## src/sv/i64div_pkg.sv

```systemverilog
// ----------------------------------------------------------------------------
// i64div_pkg: shared definitions for the 64-bit integer divider
// Holds the word width that the divider core and its checker default to.
// ----------------------------------------------------------------------------
package i64div_pkg;

    // Width of the dividend, divisor, quotient and remainder.
    localparam int DIV_WIDTH = 64;

endpackage

```

## src/sv/int64_signed_unsigned_divider_core.sv

```systemverilog
// ----------------------------------------------------------------------------
// int64_signed_unsigned_divider_core: signed or unsigned integer divider
// Restoring shift-subtract division with a single shared subtractor, one
// quotient bit per clock, and sign handling before and after the loop.
// ----------------------------------------------------------------------------
// This core divides dividend_value by divisor_value and returns the quotient,
// truncated toward zero, and a remainder that carries the sign of the
// dividend, as in C. command selects unsigned (0) or signed two's complement
// (1) division. A transaction is accepted, with the operand magnitudes captured
// at acceptance, then forms its quotient bits in the loop through the shared
// subtractor, and then restores the signs into the output register in the
// fixup state, where it waits while that register still holds an untaken
// result. A zero divisor skips the loop and goes straight to the fixup state
// with an all-ones quotient, the dividend unchanged as remainder, and
// divide_by_zero set. The most negative value divided by minus one wraps to
// the most negative value with a zero remainder. The core holds one
// transaction at a time in its loop; in_ready is high whenever the loop is
// free, even while the previous result still waits in the output register.
// ----------------------------------------------------------------------------
module int64_signed_unsigned_divider_core
    import i64div_pkg::*;
#(
    parameter int DataWidth = DIV_WIDTH
)
(
    input  logic                 clk,
    input  logic                 rst_n,

    input  logic                 in_valid,
    output logic                 in_ready,
    input  logic                 command,
    input  logic [DataWidth-1:0] dividend_value,
    input  logic [DataWidth-1:0] divisor_value,

    output logic                 out_valid,
    input  logic                 out_ready,
    output logic [DataWidth-1:0] quotient,
    output logic [DataWidth-1:0] remainder_value,
    output logic                 divide_by_zero
);

    localparam int CntW = $clog2(DataWidth);

    typedef enum logic [1:0] {
        ST_IDLE,
        ST_DIVIDE,
        ST_FIXUP
    } state_t;

    state_t               state_reg;
    logic [CntW-1:0]      count_reg;
    // Partial remainder, and the dividend bits that shift out into it while
    // the quotient bits shift in from the bottom.
    logic [DataWidth-1:0] rem_reg;
    logic [DataWidth-1:0] quo_reg;
    logic [DataWidth-1:0] den_reg;
    logic                 q_neg_reg;
    logic                 r_neg_reg;
    logic                 dz_reg;
    logic                 out_valid_reg;
    logic [DataWidth-1:0] quotient_reg;
    logic [DataWidth-1:0] remainder_reg;
    logic                 dz_out_reg;

    logic                 accept;
    logic                 a_neg;
    logic                 b_neg;
    logic [DataWidth-1:0] a_mag;
    logic [DataWidth-1:0] b_mag;
    logic                 divisor_zero;
    logic [DataWidth:0]   shifted;
    logic [DataWidth:0]   diff;
    logic                 sub_ok;
    logic [DataWidth-1:0] rem_next;
    logic [DataWidth-1:0] quo_next;
    logic                 out_free;
    logic [DataWidth-1:0] q_final;
    logic [DataWidth-1:0] r_final;

    assign in_ready = (state_reg == ST_IDLE);
    assign accept   = in_valid && in_ready;

    // Operand magnitudes, taken in the acceptance clock.
    assign a_neg        = command && dividend_value[DataWidth-1];
    assign b_neg        = command && divisor_value[DataWidth-1];
    assign a_mag        = a_neg ? (~dividend_value + 1'b1) : dividend_value;
    assign b_mag        = b_neg ? (~divisor_value + 1'b1) : divisor_value;
    assign divisor_zero = (divisor_value == '0);

    // The one trial subtraction of the loop. The partial remainder is always
    // below the divisor, so the shifted value is below twice the divisor and
    // a non-negative difference fits in DataWidth bits.
    assign shifted  = {rem_reg, quo_reg[DataWidth-1]};
    assign diff     = shifted - {1'b0, den_reg};
    assign sub_ok   = !diff[DataWidth];
    assign rem_next = sub_ok ? diff[DataWidth-1:0] : shifted[DataWidth-1:0];
    assign quo_next = {quo_reg[DataWidth-2:0], sub_ok};

    // Sign restoration on the way into the output register.
    assign out_free = !out_valid_reg || out_ready;
    assign q_final  = dz_reg ? '1 : (q_neg_reg ? (~quo_reg + 1'b1) : quo_reg);
    assign r_final  = dz_reg ? quo_reg : (r_neg_reg ? (~rem_reg + 1'b1) : rem_reg);

    always_ff @(posedge clk or negedge rst_n)
    begin
        if (!rst_n)
        begin
            state_reg     <= ST_IDLE;
            count_reg     <= '0;
            rem_reg       <= '0;
            quo_reg       <= '0;
            den_reg       <= '0;
            q_neg_reg     <= 1'b0;
            r_neg_reg     <= 1'b0;
            dz_reg        <= 1'b0;
            out_valid_reg <= 1'b0;
            quotient_reg  <= '0;
            remainder_reg <= '0;
            dz_out_reg    <= 1'b0;
        end
        else
        begin
            // A new result is loaded in the fixup state once the output register is free;
            // otherwise a taken result empties the output register.
            if (state_reg == ST_FIXUP && out_free)
            begin
                out_valid_reg <= 1'b1;
            end
            else if (out_ready)
            begin
                out_valid_reg <= 1'b0;
            end

            case (state_reg)
                ST_IDLE:
                begin
                    if (accept)
                    begin
                        count_reg <= CntW'(DataWidth - 1);
                        rem_reg   <= '0;
                        dz_reg    <= divisor_zero;
                        if (divisor_zero)
                        begin
                            // Keep the dividend exactly as given.
                            quo_reg   <= dividend_value;
                            q_neg_reg <= 1'b0;
                            r_neg_reg <= 1'b0;
                            state_reg <= ST_FIXUP;
                        end
                        else
                        begin
                            quo_reg   <= a_mag;
                            den_reg   <= b_mag;
                            q_neg_reg <= a_neg ^ b_neg;
                            r_neg_reg <= a_neg;
                            state_reg <= ST_DIVIDE;
                        end
                    end
                end

                ST_DIVIDE:
                begin
                    rem_reg   <= rem_next;
                    quo_reg   <= quo_next;
                    count_reg <= count_reg - 1'b1;
                    if (count_reg == '0)
                    begin
                        state_reg <= ST_FIXUP;
                    end
                end

                ST_FIXUP:
                begin
                    if (out_free)
                    begin
                        quotient_reg  <= q_final;
                        remainder_reg <= r_final;
                        dz_out_reg    <= dz_reg;
                        state_reg     <= ST_IDLE;
                    end
                end

                default:
                begin
                    state_reg <= ST_IDLE;
                end
            endcase
        end
    end

    assign out_valid       = out_valid_reg;
    assign quotient        = quotient_reg;
    assign remainder_value = remainder_reg;
    assign divide_by_zero  = dz_out_reg;

endmodule

```

## config.mk

```make
export PLATFORM = sky130hd
export DESIGN_NAME = int64_signed_unsigned_divider_core
export DESIGN_NICKNAME = d
export VERILOG_FILES = /design/src/sv/i64div_pkg.sv /design/src/sv/int64_signed_unsigned_divider_core.sv
export SDC_FILE = /design/constraint.sdc
export NUM_CORES = 1
export LEC_CHECK = 0
export BUFFER_PORTS_ARGS = -buffer_cell sky130_fd_sc_hd__buf_2
export CAP_MARGIN = 10
export CORE_MARGIN = 3
export CORE_UTILIZATION = 45
export CTS_BUF_LIST = sky130_fd_sc_hd__clkbuf_16
export DETAILED_ROUTE_END_ITERATION = 8
export HOLD_SLACK_MARGIN = 0.12
export PLACE_DENSITY_LB_ADDON = 0.05
export SLEW_MARGIN = 10
export SYNTH_ARGS = -nofsm -noshare
export SYNTH_HDL_FRONTEND = slang
export SYNTH_SLANG_ARGS = --single-unit
```

## constraint.sdc

```tcl
create_clock -name clk -period 10.19 [get_ports clk]
set_clock_uncertainty 0.1 [all_clocks]
set_input_delay 0.5095 -clock clk [delete_from_list [all_inputs] [get_ports clk]]
set_output_delay 0.5095 -clock clk [all_outputs]
set_load 0.005 [all_outputs]
```

Yosys cells after proc, flatten, opt, wreduce, memory -nomap -nowiden --
Index checks and enable logic that the tools add are counted.
Word-level totals: logic and storage cells 69, bits of input ports 133, output and inout bits 131, register bits after elaboration 333
Cells by class: equality and inequality tests 5, bitwise gates (word level) 6, muxes and demuxes 23, reductions and logical operators 17, add/sub/neg operators 6
Operators with widths (number):
- $mux 64 | 10
- $add 64x1->64 const B | 4
- $not 64->64 | 4
- $pmux 64 s2 | 2
- $sub 65x64->65 | 1
- $logic_not 64->1 | 1
- $pmux 6 s2 | 1
- $mux 2 | 4
- $logic_not 6->1 | 1
- $mux 6 | 1
- $pmux 2 s3 | 1
- $reduce_and 2->1 | 3
- $reduce_and 3->1 | 2
- $sub 6x1->6 const B | 1
- $logic_and 1x1->1 | 4
- $mux 1 | 4
- $ne 2x2->1 const B | 2
- $reduce_bool 2->1 | 2
- $eq 2x1->1 const B | 1
- $eq 2x2->1 const B | 1
- $logic_not 1->1 | 2
- $logic_not 2->1 | 1
- $ne 2x1->1 const B | 1
- $logic_or 1x1->1 | 1
- other kinds (2) | 2

Longest topological paths before layout --
depth after elaboration 6, depth in mapped cells 15, depth with buffers taken out 13

Worst setup path before layout --
Ideal clock, no wire load.
path kind reg2reg, start reg quo_reg[63], end reg rem_reg[44], period minus slack after synthesis 3.852 ns, setup time 0.131 ns, data arrival time 3.621 ns, stages on the path, launching flop included 16, slack 6.338 ns, path buffers 2, data required time 9.959 ns, cell sequence dfrtp_1 -> inv_1 -> ha_1 -> fa_1 -> nor2b_1 -> o31ai_1 -> a31oi_2 -> a41oi_1 -> or4_1 -> a2111oi_4 -> o41ai_1 -> nor2_2 -> buf_6 -> buf_2 -> a2bb2oi_1 -> o21ai_0
On the way: longest elaborated chain between the ends 3
Ends and longest elaborated chain:
- start: declaration | RTL line int64_signed_unsigned_divider_core.sv:55 | logic [DataWidth-1:0] quo_reg;
- start signal: assignment | RTL line int64_signed_unsigned_divider_core.sv:145 | quo_reg <= dividend_value;
- start signal: assignment | RTL line int64_signed_unsigned_divider_core.sv:152 | quo_reg <= a_mag;
- start signal: assignment | RTL line int64_signed_unsigned_divider_core.sv:164 | quo_reg <= quo_next;
- $sub 65x64->65 | RTL line int64_signed_unsigned_divider_core.sv:94 | assign diff = shifted - {1'b0, den_reg};
- $mux 64 | RTL line int64_signed_unsigned_divider_core.sv:96 | assign rem_next = sub_ok ? diff[DataWidth-1:0] : shifted[DataWidth-1:0];
- $pmux 64 s2 | RTL line int64_signed_unsigned_divider_core.sv:134 | case (state_reg)
- end signal: assignment | RTL line int64_signed_unsigned_divider_core.sv:163 | rem_reg <= rem_next;
- end: declaration | RTL line int64_signed_unsigned_divider_core.sv:54 | logic [DataWidth-1:0] rem_reg;
No other way between the ends. A chain may end at the register's enable or synchronous reset.

Worst setup path after layout --
start reg quo_reg[63], end reg rem_reg[61]
Same word-level chain as after synthesis.

==> qor.csv <==
stage,metric,value,unit
status,status,finished clean,
logic_synthesis,Post-synth top flop,dfrtp_1,
setup_path,reg-to-reg endpoint,rem_reg[61]$_DFFE_PN0P_,
floorplan,width of the die,231,um
layout,final instance area,25800,um^2
min_path,Hold Path End,quo_reg[5]$_DFFE_PN0P_,
logic_synthesis,Post-synth EDFFs,0,
logic_synthesis,post-synth top area cell,dfrtp_1,
logic_synthesis,Post-synth ARST share,100,%
setup_path,CP Capture Type,register,
setup_path,Worst Reg-to-Reg Cells,14,
logic_synthesis,"FF+latch count, synth",333,
pwr,LEAKAGE,11.4,nW
pwr,Clk pwr share,17.9,%
sta,Least-Margin Pin Slew,0.952,ns
sta,Tmin final,5.70,ns
logic_synthesis,most frequent cell after synthesis,o21ai_0,
sta,Fmax,0.175,GHz
min_path,Hold Path Class,input pin to register,
global_route,initial antenna violation count,0,
floorplan,Core Region,49600,um^2
pwr,VDD IR-drop max,0.162,mV
logic_synthesis,Synth top area share,36.4,%
setup_path,WP data arrival,6.07,ns
clocking,clock root buffer,clkbuf_16,
setup_path,Reg2Reg Setup Slack,4.49,ns
drt,1st-pass router iterations,5,
placed_design,final RePlAce weighted congestion,0.924,
logic_synthesis,Post-Syn Area per Cell,8.27,um^2
logic_synthesis,"Net Count, Synth",2971,
pwr,Reg power frac,32.0,%
logic_synthesis,YS warnings,0,
sta,Final Cycle Share,56.0,%
clocking,CTS tree,done,
layout,Nets,3130,
logic_synthesis,mapped cell area,22900,um^2
floorplan,IO Count,264,
placed_design,dpl cell area,24500,um^2
drt,Post-DRT Antenna Nets,0,
floorplan,Die Span Y,231,um
setup_path,Crit path required time,10.56,ns
placed_design,Buffers on Ports,263,
sta,RSZ-0062 raised after global routing,false,
logic_synthesis,Gate Count Post-Synth,2767,
layout,FF+latch area,8340,um^2
setup_path,Setup crit start kind,register,
global_route,largest net degree at the start of global routing,87,
clocking,"CTS clk-pin slew, worst paths",0.06,ns
global_route,vias in the first global route,19800,
pwr,PwrDens,290,nW/um^2
placed_design,Post-DP HPWL,54400,um
setup_path,critical path type,register to register,
clocking,H-tree Lvls,2,
layout,fraction of layout cells with a size suffix above 1,13.3,%
global_route,GRT overflow,0,
setup_path,"critical path fanouts, max",53,
pwr,Pint,4.05,mW
drt,drt total wl,71200,um
clocking,Worst-Skew Late Latency,0.58,ns
sta,max-slew violation count,0,
clocking,CTS Buffer Depth,3,
clocking,CTS Sinks,333,
sta,setup tns final,0,ns
drt,DRC,0,
drt,DR iter-0 viols,1471,
floorplan,Initial Util,46.2,%
flow_run,Max Cap Viol,0,
pwr,Net Sw Power,3.42,mW
floorplan,die area,53600,um^2
layout,multi-input logic area,13500,um^2
pwr,switching share of power,45.8,%
layout,Layout area overhead,12.7,%
pwr,Comb power frac,50.1,%
logic_synthesis,Synth area leaders,"dfrtp_1, xor2_1, o21ai_0",
setup_path,reg-to-reg critical path startpoint,quo_reg[63]$_DFFE_PN0P_,
global_route,All-Layer GR Usage,26.2,%
drt,per-cell routed wire length,19.7,um
min_path,hold path cells,3,
clocking,number of buffers created by CTS,40,
logic_synthesis,Cell variety after synth,76,
global_route,first-pass GRT wire length,113000,um
sta,"Hold Vio Cnt, Final",0,
sta,slew margin rel.,35.7,%
min_path,worst hold start,dividend_value[5],
logic_synthesis,synth cell count leaders,"o21ai_0, dfrtp_1, nand2_1",
drt,via density per instance,5.73,
layout,fill count,4823,
sta,Setup-failing EPs final,0,
logic_synthesis,register area share after synthesis,36.4,%
drt,via count,20800,
floorplan,Rows,81,
-- worst max-delay path by stage --
stage / startpoint / endpoint / slack, ns
2_1_floorplan: quo_reg[63]$_DFFE_PN0P_ / rem_reg[44]$_DFFE_PN0P_ / 6.34
3_3_place_gp: quo_reg[63]$_DFFE_PN0P_ / rem_reg[61]$_DFFE_PN0P_ / 4.70
3_5_place_dp: quo_reg[63]$_DFFE_PN0P_ / rem_reg[61]$_DFFE_PN0P_ / 4.55
4_1_cts: quo_reg[63]$_DFFE_PN0P_ / rem_reg[61]$_DFFE_PN0P_ / 4.50
5_1_grt: quo_reg[63]$_DFFE_PN0P_ / rem_reg[49]$_DFFE_PN0P_ / 4.22
6_report: quo_reg[63]$_DFFE_PN0P_ / rem_reg[61]$_DFFE_PN0P_ / 4.49
-- cells in the final DEF (no fill, tap or decap), types with 25 or more instances in the layout --
cell | netlist | layout
o21ai_0 | 349 | 349
dfrtp_1 | 333 | 332
nand2_1 | 325 | 323
buf_2 | 12 | 262
a21oi_1 | 242 | 242
nor2_1 | 221 | 219
xor2_1 | 207 | 207
inv_1 | 93 | 103
xnor2_1 | 103 | 103
ha_1 | 70 | 70
a22oi_1 | 62 | 62
o31ai_1 | 60 | 60
mux2i_1 | 54 | 54
or3_1 | 47 | 47
nor3_1 | 43 | 43
clkbuf_16 | 0 | 42
a21o_1 | 30 | 30
nor4_1 | 28 | 28
buf_4 | 1 | 25
-- logic make-up after synthesis --
family,Yosys count,synth area share [%]
AO/OA/AOI/OAI,894,23.5
XOR/XNOR,310,11.9
flip-flops,333,36.4
multiplexers,55,2.41
adder cells (fa/ha/maj),71,3.92
AND/OR/NAND/NOR,839,17.2
buffers and inverters,265,4.70
-- area by class of cell --
type / instances / area share (%)
clock buffer: 42 / 4.08
sequential: 333 / 32.3
tap: 664 / 3.22
timing repair buffer: 289 / 5.91
inverter: 93 / 1.35
clock inverter: 30 / 0.641
antenna: 1 / 0.00971
multi-input combinational: 2169 / 52.4
-- routing by layer --
metal	up-vias	wire length [um]	GRT usage, %
met5	-	0	0
met4	0	1620	6.88
met3	79	4300	3.71
met2	615	30900	40.0
met1	9925	34400	39.0
li1	10100	-	-
-- per-stage QoR --
stage          total power, mW  setup WS [ns]  util (%)  hold slack, ns  cells
6_report                  7.47           4.49      52.0           0.155   3621
2_1_floorplan             4.90           6.34         -           0.114   2767
4_1_cts                   7.49           4.50      52.0           0.134   3620
3_3_place_gp              6.06           4.70      49.5           0.357   3547
5_1_grt                   8.10           4.22      52.0           0.171   3620
3_5_place_dp              6.13           4.55      49.5           0.359   3547
-- power groups by stage --
stage / Clock, mW / Combinational (mW) / Sequential, mW
finish: 1.34 / 3.74 / 2.39
global route: 1.43 / 4.21 / 2.46
CTS: 1.37 / 3.74 / 2.38
detailed placement: 0 / 3.73 / 2.40
global placement: 0 / 3.68 / 2.38
floorplan: 0 / 2.73 / 2.17
-- worst max-delay path, stage by stage, from the launching register on --
cell	delay (ns)
dfrtp_1	0.36
inv_1	0.14
ha_1	0.27
fa_1	0.41
nor2b_1	0.19
o31ai_1	0.14
a31oi_2	0.39
a41oi_1	0.26
or4_1	0.72
a2111oi_4	0.48
o41ai_1	0.22
nor2_4	0.34
buf_4	0.73
nand2_1	0.46
o211ai_1	0.29
-- what timing repair did --
action,CTS,global route
hold buffers,1,0
endpoints found under the hold margin,80,0
buffers inserted,0,0
gates resized for setup,0,0
(Power assumes the default switching activity.)
